## config.mk

```make
export PLATFORM = sky130hd
export DESIGN_NAME = lfu_cache_policy_flat
export DESIGN_NICKNAME = d
export VERILOG_FILES = /design/src/rtl/lfu_pkg.sv /design/src/rtl/lfu_ifs.sv /design/src/rtl/lfu_cache_policy.sv /design/src/flat_wrapper.sv
export SDC_FILE = /design/constraint.sdc
export NUM_CORES = 2
export LEC_CHECK = 0
export ABC_CLOCK_PERIOD_IN_PS = 16300
export BUFFER_PORTS_ARGS = -buffer_cell sky130_fd_sc_hd__buf_2
export CAP_MARGIN = 20
export CORE_ASPECT_RATIO = 0.8
export CORE_MARGIN = 5
export CORE_UTILIZATION = 55
export DETAILED_ROUTE_END_ITERATION = 12
export GPL_ROUTABILITY_DRIVEN = 0
export PLACE_DENSITY_LB_ADDON = 0.08
export SYNTH_ARGS = -nofsm -noshare
export SYNTH_HDL_FRONTEND = slang
export SYNTH_SLANG_ARGS = --single-unit
```

## constraint.sdc

```tcl
create_clock -name clk -period 16.3 [get_ports clk]
set_input_delay 0.815 -clock clk [delete_from_list [all_inputs] [get_ports clk]]
set_output_delay 0.815 -clock clk [all_outputs]
set_load 0.1 [all_outputs]
```

## src/rtl/lfu_pkg.sv

```systemverilog
// Shared types and constants for the LFU cache policy block.
// Used by the channel interfaces and by the top level; no dependencies.
package lfu_pkg;

  localparam int KEY_W = 32;
  localparam int VAL_W = 32;
  localparam int CNT_W = 32;
  localparam int CAP_W = 5;

  localparam logic [CAP_W-1:0] CAP_RESET = 5'd16;
  localparam logic [CNT_W-1:0] CNT_MAX   = 32'hFFFF_FFFF;
  localparam logic [CNT_W-1:0] CNT_ONE   = 32'd1;

  localparam logic ACT_GET = 1'b0;
  localparam logic ACT_PUT = 1'b1;

  typedef enum logic [2:0] {
    ST_CLEAR,
    ST_IDLE,
    ST_SCAN,
    ST_DECIDE,
    ST_FIX,
    ST_OUT
  } state_t;

  typedef enum logic [1:0] {
    MODE_NONE,
    MODE_TOUCH,
    MODE_INSERT
  } mode_t;

endpackage

```

## src/rtl/lfu_ifs.sv

```systemverilog
// Valid/ready channel interfaces for the LFU cache policy block.
// Depends on lfu_pkg for field widths.
interface lfu_in_if import lfu_pkg::*; ();
  logic             valid;
  logic             ready;
  logic             action;
  logic [KEY_W-1:0] key;
  logic [VAL_W-1:0] value;

  modport source (output valid, output action, output key, output value, input ready);
  modport sink   (input valid, input action, input key, input value, output ready);
endinterface

interface lfu_out_if import lfu_pkg::*; ();
  logic             valid;
  logic             ready;
  logic             hit;
  logic [VAL_W-1:0] read_value;
  logic             evicted;
  logic [KEY_W-1:0] evicted_key;

  modport source (output valid, output hit, output read_value, output evicted,
                  output evicted_key, input ready);
  modport sink   (input valid, input hit, input read_value, input evicted,
                  input evicted_key, output ready);
endinterface

interface lfu_cfg_if import lfu_pkg::*; ();
  logic             valid;
  logic             ready;
  logic [CAP_W-1:0] capacity;

  modport source (output valid, output capacity, input ready);
  modport sink   (input valid, input capacity, output ready);
endinterface

```

## src/rtl/lfu_cache_policy.sv

```systemverilog
// LFU cache with LRU tie break: one shared scan/compare unit over an entry memory.
// Depends on lfu_pkg and the channel interfaces in lfu_ifs.sv.
//
//  Port      Dir  Fields                                      Transfer
//  in_chan   in   action, key, value                          valid & ready
//  out_chan  out  hit, read_value, evicted, evicted_key       valid & ready
//  cfg_chan  in   capacity                                    valid & ready (always ready)
//
//  An item takes a lookup pass over the entry memory (one entry a cycle through the read
//  port), a decision step, an update pass that rewrites each entry, and the result load.
//  A get miss or an ignored put skips the update pass. After reset a clearing pass
//  invalidates the memory; in_chan is not ready until it ends. The next item is taken
//  while a result waits in the output register.
module lfu_cache_policy import lfu_pkg::*; #(
  parameter int ENTRIES = 16
) (
  input  logic      clk,
  input  logic      rst_n,
  lfu_in_if.sink    in_chan,
  lfu_out_if.source out_chan,
  lfu_cfg_if.sink   cfg_chan
);

  localparam int IW = (ENTRIES > 1) ? $clog2(ENTRIES) : 1;
  localparam int RW = IW;
  localparam int OW = $clog2(ENTRIES + 1);
  localparam logic [IW-1:0] LAST_IDX = IW'(ENTRIES - 1);

  // entry memory, one row per entry, all fields share the address
  logic             vld_mem  [ENTRIES];
  logic [KEY_W-1:0] key_mem  [ENTRIES];
  logic [VAL_W-1:0] val_mem  [ENTRIES];
  logic [CNT_W-1:0] cnt_mem  [ENTRIES];
  logic [RW-1:0]    rank_mem [ENTRIES];

  state_t state_r, state_nxt;

  logic [CAP_W-1:0] capacity_r;
  logic [OW-1:0]    occ_r;
  logic [OW-1:0]    cap_eff;

  logic             act_r;
  logic [KEY_W-1:0] key_r;
  logic [VAL_W-1:0] val_r;

  logic [IW-1:0] addr_r;
  logic          iss_r;
  logic          rd_v_r;
  logic [IW-1:0] rd_idx_r;

  logic             rd_vld_r;
  logic [KEY_W-1:0] rd_key_r;
  logic [VAL_W-1:0] rd_val_r;
  logic [CNT_W-1:0] rd_cnt_r;
  logic [RW-1:0]    rd_rank_r;

  // lookup trackers
  logic             hit_r;
  logic [IW-1:0]    e_idx_r;
  logic [RW-1:0]    e_rank_r;
  logic [VAL_W-1:0] e_val_r;
  logic             v_found_r;
  logic [IW-1:0]    v_idx_r;
  logic [CNT_W-1:0] v_cnt_r;
  logic [RW-1:0]    v_rank_r;
  logic [KEY_W-1:0] v_key_r;
  logic             free_found_r;
  logic [IW-1:0]    free_idx_r;

  // decision
  mode_t            mode_r;
  logic             evict_r;
  logic [IW-1:0]    slot_r;
  logic [VAL_W-1:0] res_rd_r;

  logic             out_valid_r;
  logic             out_hit_r;
  logic [VAL_W-1:0] out_rd_r;
  logic             out_ev_r;
  logic [KEY_W-1:0] out_evk_r;

  // sequencer outputs
  logic in_ready;
  logic pass_start;
  logic load_out;
  logic we;

  logic             in_xfer;
  logic             pass_end;
  logic [31:0]      cap_wide;

  logic             w_vld;
  logic [KEY_W-1:0] w_key;
  logic [VAL_W-1:0] w_val;
  logic [CNT_W-1:0] w_cnt;
  logic [RW-1:0]    w_rank;
  logic [IW-1:0]    w_addr;

  logic             match;
  logic             better;
  logic [CNT_W-1:0] cnt_inc;

  mode_t            mode_dec;
  logic             evict_dec;
  logic [IW-1:0]    slot_dec;
  logic [VAL_W-1:0] rd_dec;

  assign in_xfer  = in_chan.valid & in_ready;
  assign pass_end = rd_v_r && (rd_idx_r == LAST_IDX);

  assign cap_wide = {{(32 - CAP_W){1'b0}}, capacity_r};
  assign cap_eff  = (cap_wide > 32'(ENTRIES)) ? OW'(ENTRIES) : cap_wide[OW-1:0];

  // ---------------------------------------------------------------- sequencer
  always_comb begin
    state_nxt = state_r;
    unique case (state_r)
      ST_CLEAR:  if (addr_r == LAST_IDX) state_nxt = ST_IDLE;
      ST_IDLE:   if (in_chan.valid) state_nxt = ST_SCAN;
      ST_SCAN:   if (pass_end) state_nxt = ST_DECIDE;
      ST_DECIDE: state_nxt = (mode_dec == MODE_NONE) ? ST_OUT : ST_FIX;
      ST_FIX:    if (pass_end) state_nxt = ST_OUT;
      ST_OUT:    if (!out_valid_r || out_chan.ready) state_nxt = ST_IDLE;
      default:   state_nxt = ST_CLEAR;
    endcase
  end

  always_comb begin
    in_ready   = 1'b0;
    pass_start = 1'b0;
    load_out   = 1'b0;
    we         = 1'b0;
    unique case (state_r)
      ST_CLEAR:  we = 1'b1;
      ST_IDLE:   in_ready = 1'b1;
      ST_SCAN:   ;
      ST_DECIDE: pass_start = (mode_dec != MODE_NONE);
      ST_FIX:    we = rd_v_r;
      ST_OUT:    load_out = !out_valid_r || out_chan.ready;
      default:   ;
    endcase
  end

  always_ff @(posedge clk) begin
    if (!rst_n) begin
      state_r <= ST_CLEAR;
    end else begin
      state_r <= state_nxt;
    end
  end

  // ---------------------------------------------------------------- address and read pipe
  always_ff @(posedge clk) begin
    if (!rst_n) begin
      addr_r <= '0;
      iss_r  <= 1'b0;
      rd_v_r <= 1'b0;
    end else begin
      rd_v_r <= iss_r;
      if (in_xfer || pass_start) begin
        addr_r <= '0;
        iss_r  <= 1'b1;
      end else if (state_r == ST_CLEAR || iss_r) begin
        if (addr_r == LAST_IDX) begin
          iss_r  <= 1'b0;
          addr_r <= '0;
        end else begin
          addr_r <= addr_r + IW'(1);
        end
      end
    end
  end

  always_ff @(posedge clk) begin
    rd_idx_r  <= addr_r;
    rd_vld_r  <= vld_mem[addr_r];
    rd_key_r  <= key_mem[addr_r];
    rd_val_r  <= val_mem[addr_r];
    rd_cnt_r  <= cnt_mem[addr_r];
    rd_rank_r <= rank_mem[addr_r];
  end

  always_ff @(posedge clk) begin
    if (we) begin
      vld_mem[w_addr]  <= w_vld;
      key_mem[w_addr]  <= w_key;
      val_mem[w_addr]  <= w_val;
      cnt_mem[w_addr]  <= w_cnt;
      rank_mem[w_addr] <= w_rank;
    end
  end

  // ---------------------------------------------------------------- shared compare unit
  assign match  = rd_vld_r && (rd_key_r == key_r);
  assign better = rd_vld_r && (!v_found_r || (rd_cnt_r < v_cnt_r) ||
                               ((rd_cnt_r == v_cnt_r) && (rd_rank_r > v_rank_r)));
  assign cnt_inc = (rd_cnt_r != CNT_MAX) ? (rd_cnt_r + CNT_ONE) : rd_cnt_r;

  always_ff @(posedge clk) begin
    if (in_xfer) begin
      act_r        <= in_chan.action;
      key_r        <= in_chan.key;
      val_r        <= in_chan.value;
      hit_r        <= 1'b0;
      v_found_r    <= 1'b0;
      free_found_r <= 1'b0;
    end else if (state_r == ST_SCAN && rd_v_r) begin
      if (match && !hit_r) begin
        hit_r    <= 1'b1;
        e_idx_r  <= rd_idx_r;
        e_rank_r <= rd_rank_r;
        e_val_r  <= rd_val_r;
      end
      if (better) begin
        v_found_r <= 1'b1;
        v_idx_r   <= rd_idx_r;
        v_cnt_r   <= rd_cnt_r;
        v_rank_r  <= rd_rank_r;
      end
      if (!rd_vld_r && !free_found_r) begin
        free_found_r <= 1'b1;
        free_idx_r   <= rd_idx_r;
      end
    end
  end

  // key of the victim, captured while the lookup pass passes it
  always_ff @(posedge clk) begin
    if (state_r == ST_SCAN && rd_v_r && better) v_key_r <= rd_key_r;
  end

  // ---------------------------------------------------------------- decision
  always_comb begin
    mode_dec  = MODE_NONE;
    evict_dec = 1'b0;
    slot_dec  = free_idx_r;
    rd_dec    = '0;
    if (hit_r) begin
      if (act_r == ACT_GET) begin
        rd_dec   = e_val_r;
        mode_dec = MODE_TOUCH;
      end else if (cap_eff != '0) begin
        mode_dec = MODE_TOUCH;
      end
    end else if (act_r == ACT_PUT && cap_eff != '0) begin
      mode_dec = MODE_INSERT;
      if (occ_r >= cap_eff && v_found_r) begin
        evict_dec = 1'b1;
        if (!free_found_r || v_idx_r < free_idx_r) slot_dec = v_idx_r;
      end
    end
  end

  always_ff @(posedge clk) begin
    if (!rst_n) begin
      occ_r <= '0;
    end else if (state_r == ST_DECIDE && mode_dec == MODE_INSERT && !evict_dec) begin
      occ_r <= occ_r + OW'(1);
    end
  end

  always_ff @(posedge clk) begin
    if (state_r == ST_DECIDE) begin
      mode_r   <= mode_dec;
      evict_r  <= evict_dec;
      slot_r   <= slot_dec;
      res_rd_r <= rd_dec;
    end
  end

  // ---------------------------------------------------------------- update write-back
  always_comb begin
    w_addr = rd_idx_r;
    w_vld  = rd_vld_r;
    w_key  = rd_key_r;
    w_val  = rd_val_r;
    w_cnt  = rd_cnt_r;
    w_rank = rd_rank_r;
    if (state_r == ST_CLEAR) begin
      w_addr = addr_r;
      w_vld  = 1'b0;
      w_key  = '0;
      w_val  = '0;
      w_cnt  = '0;
      w_rank = '0;
    end else if (mode_r == MODE_TOUCH) begin
      if (rd_idx_r == e_idx_r) begin
        w_cnt  = cnt_inc;
        w_rank = '0;
        if (act_r == ACT_PUT) w_val = val_r;
      end else if (rd_vld_r && rd_rank_r < e_rank_r) begin
        w_rank = rd_rank_r + RW'(1);
      end
    end else begin
      priority if (rd_idx_r == slot_r) begin
        w_vld  = 1'b1;
        w_key  = key_r;
        w_val  = val_r;
        w_cnt  = CNT_ONE;
        w_rank = '0;
      end else if (evict_r && rd_idx_r == v_idx_r) begin
        w_vld = 1'b0;
      end else if (rd_vld_r) begin
        // entries behind the evicted one move up, then all age by one
        if (!(evict_r && rd_rank_r > v_rank_r)) w_rank = rd_rank_r + RW'(1);
      end else begin
        w_vld = 1'b0;
      end
    end
  end

  // ---------------------------------------------------------------- configuration
  assign cfg_chan.ready = 1'b1;

  always_ff @(posedge clk) begin
    if (!rst_n) begin
      capacity_r <= CAP_RESET;
    end else if (cfg_chan.valid) begin
      capacity_r <= cfg_chan.capacity;
    end
  end

  // ---------------------------------------------------------------- result register
  always_ff @(posedge clk) begin
    if (!rst_n) begin
      out_valid_r <= 1'b0;
    end else if (load_out) begin
      out_valid_r <= 1'b1;
    end else if (out_chan.ready) begin
      out_valid_r <= 1'b0;
    end
  end

  always_ff @(posedge clk) begin
    if (load_out) begin
      out_hit_r <= hit_r;
      out_rd_r  <= (mode_r == MODE_NONE) ? '0 : res_rd_r;
      out_ev_r  <= (mode_r == MODE_INSERT) && evict_r;
      out_evk_r <= ((mode_r == MODE_INSERT) && evict_r) ? v_key_r : '0;
    end
  end

  assign in_chan.ready        = in_ready;
  assign out_chan.valid       = out_valid_r;
  assign out_chan.hit         = out_hit_r;
  assign out_chan.read_value  = out_rd_r;
  assign out_chan.evicted     = out_ev_r;
  assign out_chan.evicted_key = out_evk_r;

  // ---------------------------------------------------------------- checks
  a_occ_bound: assert property (@(posedge clk) disable iff (!rst_n)
    occ_r <= OW'(ENTRIES))
    else $error("occupancy exceeds entry count");

  a_evict_miss: assert property (@(posedge clk) disable iff (!rst_n)
    out_valid_r && out_ev_r |-> !out_hit_r)
    else $error("eviction reported on a hit");

  a_read_hit: assert property (@(posedge clk) disable iff (!rst_n)
    out_valid_r && (out_rd_r != '0) |-> out_hit_r)
    else $error("read value without a hit");

  a_accept_scan: assert property (@(posedge clk) disable iff (!rst_n)
    in_xfer |=> (state_r == ST_SCAN) && iss_r)
    else $error("lookup pass did not start after input transfer");

  a_no_write_idle: assert property (@(posedge clk) disable iff (!rst_n)
    (state_r == ST_IDLE) || (state_r == ST_SCAN) |-> !we)
    else $error("entry memory written outside clear or update pass");

endmodule

```

## src/flat_wrapper.sv

```systemverilog
// flat-port wrapper written by rule: the top's interface ports become plain ports
module lfu_cache_policy_flat import lfu_pkg::*;
#(
  parameter int ENTRIES = 16
)
  (clk, rst_n, in_chan_valid, in_chan_action, in_chan_key, in_chan_value, in_chan_ready, out_chan_valid, out_chan_hit, out_chan_read_value, out_chan_evicted, out_chan_evicted_key, out_chan_ready, cfg_chan_valid, cfg_chan_capacity, cfg_chan_ready);
  lfu_in_if in_chan_i ();
  lfu_out_if out_chan_i ();
  lfu_cfg_if cfg_chan_i ();
  input  logic clk;
  input  logic rst_n;
  input wire logic [$bits(in_chan_i.valid)-1:0] in_chan_valid;
  input wire logic [$bits(in_chan_i.action)-1:0] in_chan_action;
  input wire logic [$bits(in_chan_i.key)-1:0] in_chan_key;
  input wire logic [$bits(in_chan_i.value)-1:0] in_chan_value;
  output wire logic [$bits(in_chan_i.ready)-1:0] in_chan_ready;
  output wire logic [$bits(out_chan_i.valid)-1:0] out_chan_valid;
  output wire logic [$bits(out_chan_i.hit)-1:0] out_chan_hit;
  output wire logic [$bits(out_chan_i.read_value)-1:0] out_chan_read_value;
  output wire logic [$bits(out_chan_i.evicted)-1:0] out_chan_evicted;
  output wire logic [$bits(out_chan_i.evicted_key)-1:0] out_chan_evicted_key;
  input wire logic [$bits(out_chan_i.ready)-1:0] out_chan_ready;
  input wire logic [$bits(cfg_chan_i.valid)-1:0] cfg_chan_valid;
  input wire logic [$bits(cfg_chan_i.capacity)-1:0] cfg_chan_capacity;
  output wire logic [$bits(cfg_chan_i.ready)-1:0] cfg_chan_ready;
  assign in_chan_i.valid = in_chan_valid;
  assign in_chan_i.action = in_chan_action;
  assign in_chan_i.key = in_chan_key;
  assign in_chan_i.value = in_chan_value;
  assign in_chan_ready = in_chan_i.ready;
  assign out_chan_valid = out_chan_i.valid;
  assign out_chan_hit = out_chan_i.hit;
  assign out_chan_read_value = out_chan_i.read_value;
  assign out_chan_evicted = out_chan_i.evicted;
  assign out_chan_evicted_key = out_chan_i.evicted_key;
  assign out_chan_i.ready = out_chan_ready;
  assign cfg_chan_i.valid = cfg_chan_valid;
  assign cfg_chan_i.capacity = cfg_chan_capacity;
  assign cfg_chan_ready = cfg_chan_i.ready;
  lfu_cache_policy #(.ENTRIES(ENTRIES)) u_core (.clk(clk), .rst_n(rst_n), .in_chan(in_chan_i), .out_chan(out_chan_i), .cfg_chan(cfg_chan_i));
endmodule
```

### Yosys cells after proc, flatten, opt, wreduce, memory -nomap -nowiden

Memory sizes are Yosys's and may differ from the RTL's. A register that Yosys moved wholly into a read port is not among the register bits.
Index checks and enable logic that the tools add are counted.
Widths: inputs -> output; s select.

| storage, ports and cells | value |
|---|---|
| memories | 5 |
| flip-flop bits (word level) | 313 |
| bits in writable memories | 1616 |
| input port bits | 75 |
| output and inout port bits | 69 |

| operators by class | value |
|---|---|
| bitwise gates (word level) | 4 |
| equality and inequality tests | 21 |
| muxes and demuxes | 58 |
| add/subtract/negate cells | 4 |
| reductions and logical operators | 46 |
| magnitude comparators | 6 |

Memory list:

| memory | words | width | rd ports | clocked after Yosys merged registers in | write ports | line | text |
|---|---|---|---|---|---|---|---|
| u_core.cnt_mem | 16 | 32 | 1 | 1 | 1 | lfu_cache_policy.sv:33 | `logic [CNT_W-1:0] cnt_mem [ENTRIES];` |
| u_core.key_mem | 16 | 32 | 1 | 1 | 1 | lfu_cache_policy.sv:31 | `logic [KEY_W-1:0] key_mem [ENTRIES];` |
| u_core.val_mem | 16 | 32 | 1 | 1 | 1 | lfu_cache_policy.sv:32 | `logic [VAL_W-1:0] val_mem [ENTRIES];` |
| u_core.rank_mem | 16 | 4 | 1 | 1 | 1 | lfu_cache_policy.sv:34 | `logic [RW-1:0] rank_mem [ENTRIES];` |
| u_core.vld_mem | 16 | 1 | 1 | 1 | 1 | lfu_cache_policy.sv:30 | `logic vld_mem [ENTRIES];` |

Operators by type and width:

| cell | number |
|---|---|
| $mux 32 | 13 |
| $eq 32x32->1 | 2 |
| $mux 4 | 14 |
| $add 32x1->32 const B | 1 |
| $lt 32x32->1 | 1 |
| $ne 32x32->1 const B | 1 |
| $mux 1 | 20 |
| $pmux 3 s6 | 1 |
| $logic_and 1x1->1 | 16 |
| $mux 3 | 5 |
| $eq 4x4->1 | 3 |
| $reduce_and 3->1 | 3 |
| $add 4x1->4 const B | 2 |
| $eq 4x4->1 const B | 2 |
| $lt 4x4->1 | 2 |
| $ne 2x1->1 const B | 4 |
| $reduce_and 2->1 | 4 |
| $reduce_bool 2->1 | 4 |
| $eq 3x2->1 const B | 2 |
| $eq 3x3->1 const B | 2 |
| $logic_not 1->1 | 6 |
| $logic_or 1x1->1 | 6 |
| $mux 2 | 3 |
| $add 5x1->5 const B | 1 |
| other kinds (16) | 21 |

### Logic depth before layout (Yosys ltp)

| depth | value |
|---|---|
| word-level depth | 11 |
| gate-level depth with buffers | 9 |
| depth with buffers taken out | 9 |

### Worst setup path after synthesis

Ideal clock, no wire load.

| timing | value |
|---|---|
| path kind | register to register |
| from | reg u_core.state_r[0] |
| to | mem u_core.cnt_mem[15][0], enable pin |
| path buffers | 3 |
| cell stages (with the launch flop) | 9 |
| slack | 10.151 ns |
| period minus slack after synthesis | 6.149 ns |
| arrival time | 5.587 ns |
| cells stage by stage | dfxtp_1 -> buf_2 -> nor3_1 -> buf_2 -> buf_1 -> nand2_1 -> nand2_1 -> nand2_1 -> nor2_1 |

| on the way | value |
|---|---|
| longest elaborated chain between the ends | 4 |
| elaborated cells between the ends (all ways) | 6 |
| classes of those cells | 1 x eq/ne; 4 x mux; 1 x reduce/logical |

RTL lines:

| what | line | text |
|---|---|---|
| start, declared | lfu_cache_policy.sv:36 | `state_t state_r, state_nxt;` |
| start signal, assigned | lfu_cache_policy.sv:148 | `state_r <= state_nxt;` |
| $eq 3x3->1 / $logic_not 3->1 (equally long branches) | lfu_cache_policy.sv:133, lfu_cache_policy.sv:279 |  |
| $pmux 1 s2 | lfu_cache_policy.sv:133 | `unique case (state_r)` |
| $mux 1 | lfu_cache_policy.sv:184 | `if (we) begin` |
| $mux 1 (not written as such) | lfu_cache_policy.sv:188 | `cnt_mem[w_addr] <= w_cnt;` |
| end, declared | lfu_cache_policy.sv:33 |  |

Several ways; a longest one is shown, not always the timed one.

### Worst setup path in the final report

| timing | value |
|---|---|
| from | reg u_core.state_r[2] |
| to | mem u_core.key_mem[5][24], enable pin |

| on the way | value |
|---|---|
| longest elaborated chain between the ends | 4 |
| elaborated cells between the ends (all ways) | 6 |
| classes of those cells | 1 x eq/ne; 4 x mux; 1 x reduce/logical |

RTL lines:

| what | line | text |
|---|---|---|
| $eq 3x3->1 / $logic_not 3->1 (equally long branches) | lfu_cache_policy.sv:133, lfu_cache_policy.sv:279 |  |
| $pmux 1 s2 | lfu_cache_policy.sv:133 |  |
| $mux 1 | lfu_cache_policy.sv:184 |  |
| $mux 1 (not written as such) | lfu_cache_policy.sv:186 | `key_mem[w_addr] <= w_key;` |
| end, declared | lfu_cache_policy.sv:31 |  |

Several ways; a longest one is shown, not always the timed one.

==> summary.md <==
| Metric | Value |
|---|---|
| Status | `finished clean` |
| CTS H-tree depth | `4` |
| Cell mode on critical path | `buf_4` |
| Syn_nets | `3705` |
| Crit-path max cell delay | `0.88 ns` |
| Detail Placement HPWL | `92.13 mm` |
| Worst Hold Launch | `in_chan_key[2]` |
| WL/cell | `30.10 µm` |
| Max Freq | `approximately 0.20 GHz` |
| Synth area leader | `edfxtp_1` |
| Crit path to | `u_core.key_mem[5][24]` |
| Hold Fails Final Rpt | `0` |
| Area Growth Syn to Fin | `12.51%` |
| Initial Util | `55.16%` |
| FILL cells | `9495` |
| Fin crit period | `between 4 and 5 ns` |
| Final worst slack | `11.39 ns` |
| Fin. max-slew vios | `0` |
| CTS root buf | `clkbuf_16` |
| Cell Pwr Density | `125.2 nW/µm²` |
| Crit. End Element | `register` |
| Top cell type's share of synthesized area | `73.93%` |
| Reg-to-Reg End | `u_core.key_mem[5][24]` |
| Reg clk slew, reported paths | `0.06 ns` |
| Post-synthesis cell count | `3579` |
| Die Wd | `429.0 µm` |
| Clock Skew | `0.02832 ns` |
| Layout cell share with drive strength beyond 1 | `27.87%` |
| Worst EP required | `16.72 ns` |
| Primary FF master, synth | `edfxtp_1` |
| Crit path DAT | `around 5.3 ns` |
| Clk buf depth | `3` |
| Stages on worst setup path | `6` |
| Hold_ws | `0.1843 ns` |
| Final-report setup violation count | `0` |
| CTS Hold Buffers Added | `0` |
| Startpoint types | `register` |
| Critical path type | `reg -> reg` |
| DRT antenna net count | `0` |
| Io pins | `144` |
| Clock sink count | `about 2000` |
| Setup crit start | `u_core.state_r[2]` |
| Synth cell count leaders | `edfxtp_1 (1902), mux4_2 (505), nand2_1 (191)` |
| Avg Inst Size Synth | `21.59 µm²` |
| FF-to-FF Start | `u_core.state_r[2]` |
| Pin count of the biggest net entering global routing | `165` |
| Top cells by area, synth | `edfxtp_1 (74%), mux4_2 (15%), dfxtp_1 (3.3%), nand2_1 (0.93%), ha_1 (0.83%)` |
| PostCTS Resize Cnt | `0` |
| Slew @ Worst Pin | `1.132 ns` |
| Cell chain of the critical path | `nor3_2 -> buf_12 -> a31oi_1 -> nor2_4 -> buf_4 -> buf_4` |
| Hold crit path type | `in -> reg` |
| Overall power | `0.01088 W` |
| Die area | `148100 µm²` |
| Top-count cell post-synth | `edfxtp_1` |
| Final #Nets | `4009` |
| Vias in the first global route | `~38000` |
| P_leak | `approximately 26 nW` |
| Syn Std Cell Area | `77250 µm²` |
| Seq/Total Area, Yosys | `77.25%` |
| Post-layout util | `62.06%` |
| Pre-antenna DRT Iters | `7` |
| CP Max Fanout | `110` |
| Buffers on Ports | `approximately 140` |
| Worst Path Buf+Inv | `3` |
| Fraction of registers with async set/reset | `0%` |
| Pre-CTS WS | `11.41 ns` |
| Via count | `36920` |
| Warnings, synthesis | `0` |
| Flop-to-flop setup slack | `11.39 ns` |
| Max-cap check violation count | `0` |
| Worst path slowest cell | `nor2_4` |
| Post-synth EDFFs | `between 1500 and 2000` |
| Final Routed Wirelength | `178.2 mm` |
| DR iter-0 viols | `between 4000 and 5000` |
| Skew-Pair Late Insertion Delay | `around 0.8 ns` |
| Critical path's top delay family | `buffers and inverters` |
| CTS tree | `built` |
| Peak supply drop | `0.09306 mV` |
| Area of the core | `140000 µm²` |
| RSZ-0062 raised after global routing | `no` |
| # rows | `roughly 120` |
| First-pass GRT wire length | `~260 mm` |
| Reg2reg path depth | `6` |
| All-Layer GR Usage | `24.00%` |
| DR vias/cell | `6.236` |
| Distinct cell type count after synthesis | `69` |
| GR Overflow Total | `0` |
| DRC Markers | `0` |
| Synth Register Bits | `2030` |
| Setup_tns | `0 ns` |
| Chip height | `between 300 and 400 µm` |
| Setup bufs post-CTS | `0` |
| Antenna violations before repair | `4` |
| Inserted Clock Buffers | `~190` |
| Post-route clock period utilization | `30.09%` |
| Slew margin rel. | `24.50%` |
## cells by family after synthesis
kind of cell | synth area share (%)
xor gates and xnor gates | 0.4065
DFF | 77.25
buffers and inverters | 1.665
and+or+nand+nor | 3.184
muxes | 14.93
other | 0.004854
AOI/OAI and AO/OA | 1.738
adders and majority gates | 0.8260
## worst min-delay path by stage
| stage | end | cells past startpoint |
|---|---|---|
| after floorplan | u_core.rd_idx_r[3] | 0 |
| after global placement | u_core.e_val_r[10] | 0 |
| after detailed placement | u_core.e_val_r[10] | 0 |
| after CTS | u_core.key_r[2] | 1 |
| after global routing | u_core.key_r[2] | 1 |
| final | u_core.key_r[2] | 1 |
## layout by cell type (no fill, tap or decap), drive strengths merged, types with 8 or more instances in the layout
cell type,count
o211ai,22
clkbuf,273
nand2b,8
xnor2,8
and2,68
dfxtp,128
a31oi,9
clkinv,60
edfxtp,1902
nand2,192
and3,10
mux4,505
nor2,60
bufinv,15
nand4,20
nor3,18
nand3,30
or3,16
mux2i,8
o21ai,18
buf,271
ha,51
nor4,11
a21oi,114
nor2b,41
xor2,27
inv,76
## sequential cells by signal, indices dropped and copies added (netlist names), 64 cells and up
signal,flops
u_core.val_mem,512
u_core.cnt_mem,512
u_core.key_mem,512
u_core.rank_mem,64
## cell type report
cell class	count	area [µm²]	area share, %
flip-flops and latches	2030	59690	68.67
clock inverters	86	827.0	0.9515
well taps	1875	2346	2.699
multi-input cells	1312	16540	19.03
diodes	2	5.005	0.005758
repair buffers	276	1831	2.106
clock buffers	268	5403	6.216
inverters	72	279.0	0.3210
## layer usage
layer / vias up / wire (µm) / track usage (%)
met1: 19800 / 74760 / 35.52
li1: 15340 / - / -
met5: - / 0 / 0
met2: 1550 / 86900 / 38.39
met3: 235 / 13110 / 3.993
met4: 0 / 3433 / 5.503
## worst register-to-register path, stage by stage (launching register included)
cell and delay (ns):
dfxtp_1 0.43, nor3_2 0.32, buf_12 0.62, a31oi_1 0.53, nor2_4 0.88, buf_4 0.88
buf_4 0.79
## metrics by stage
stage	cell area, µm²	cells
after floorplan	77250	3579
after global placement	80180	5507
after detailed placement	80250	5512
after CTS	86480	5866
after global routing	86910	5919
final	86920	5921
## power by group
part,switching (W),internal [W],leakage [nW]
clock,0.00185,0.00254,3.04
combinational,0.000294,0.000263,6.31
sequential,0.000132,0.00580,16.8
Power figures use the tool's default switching activity.
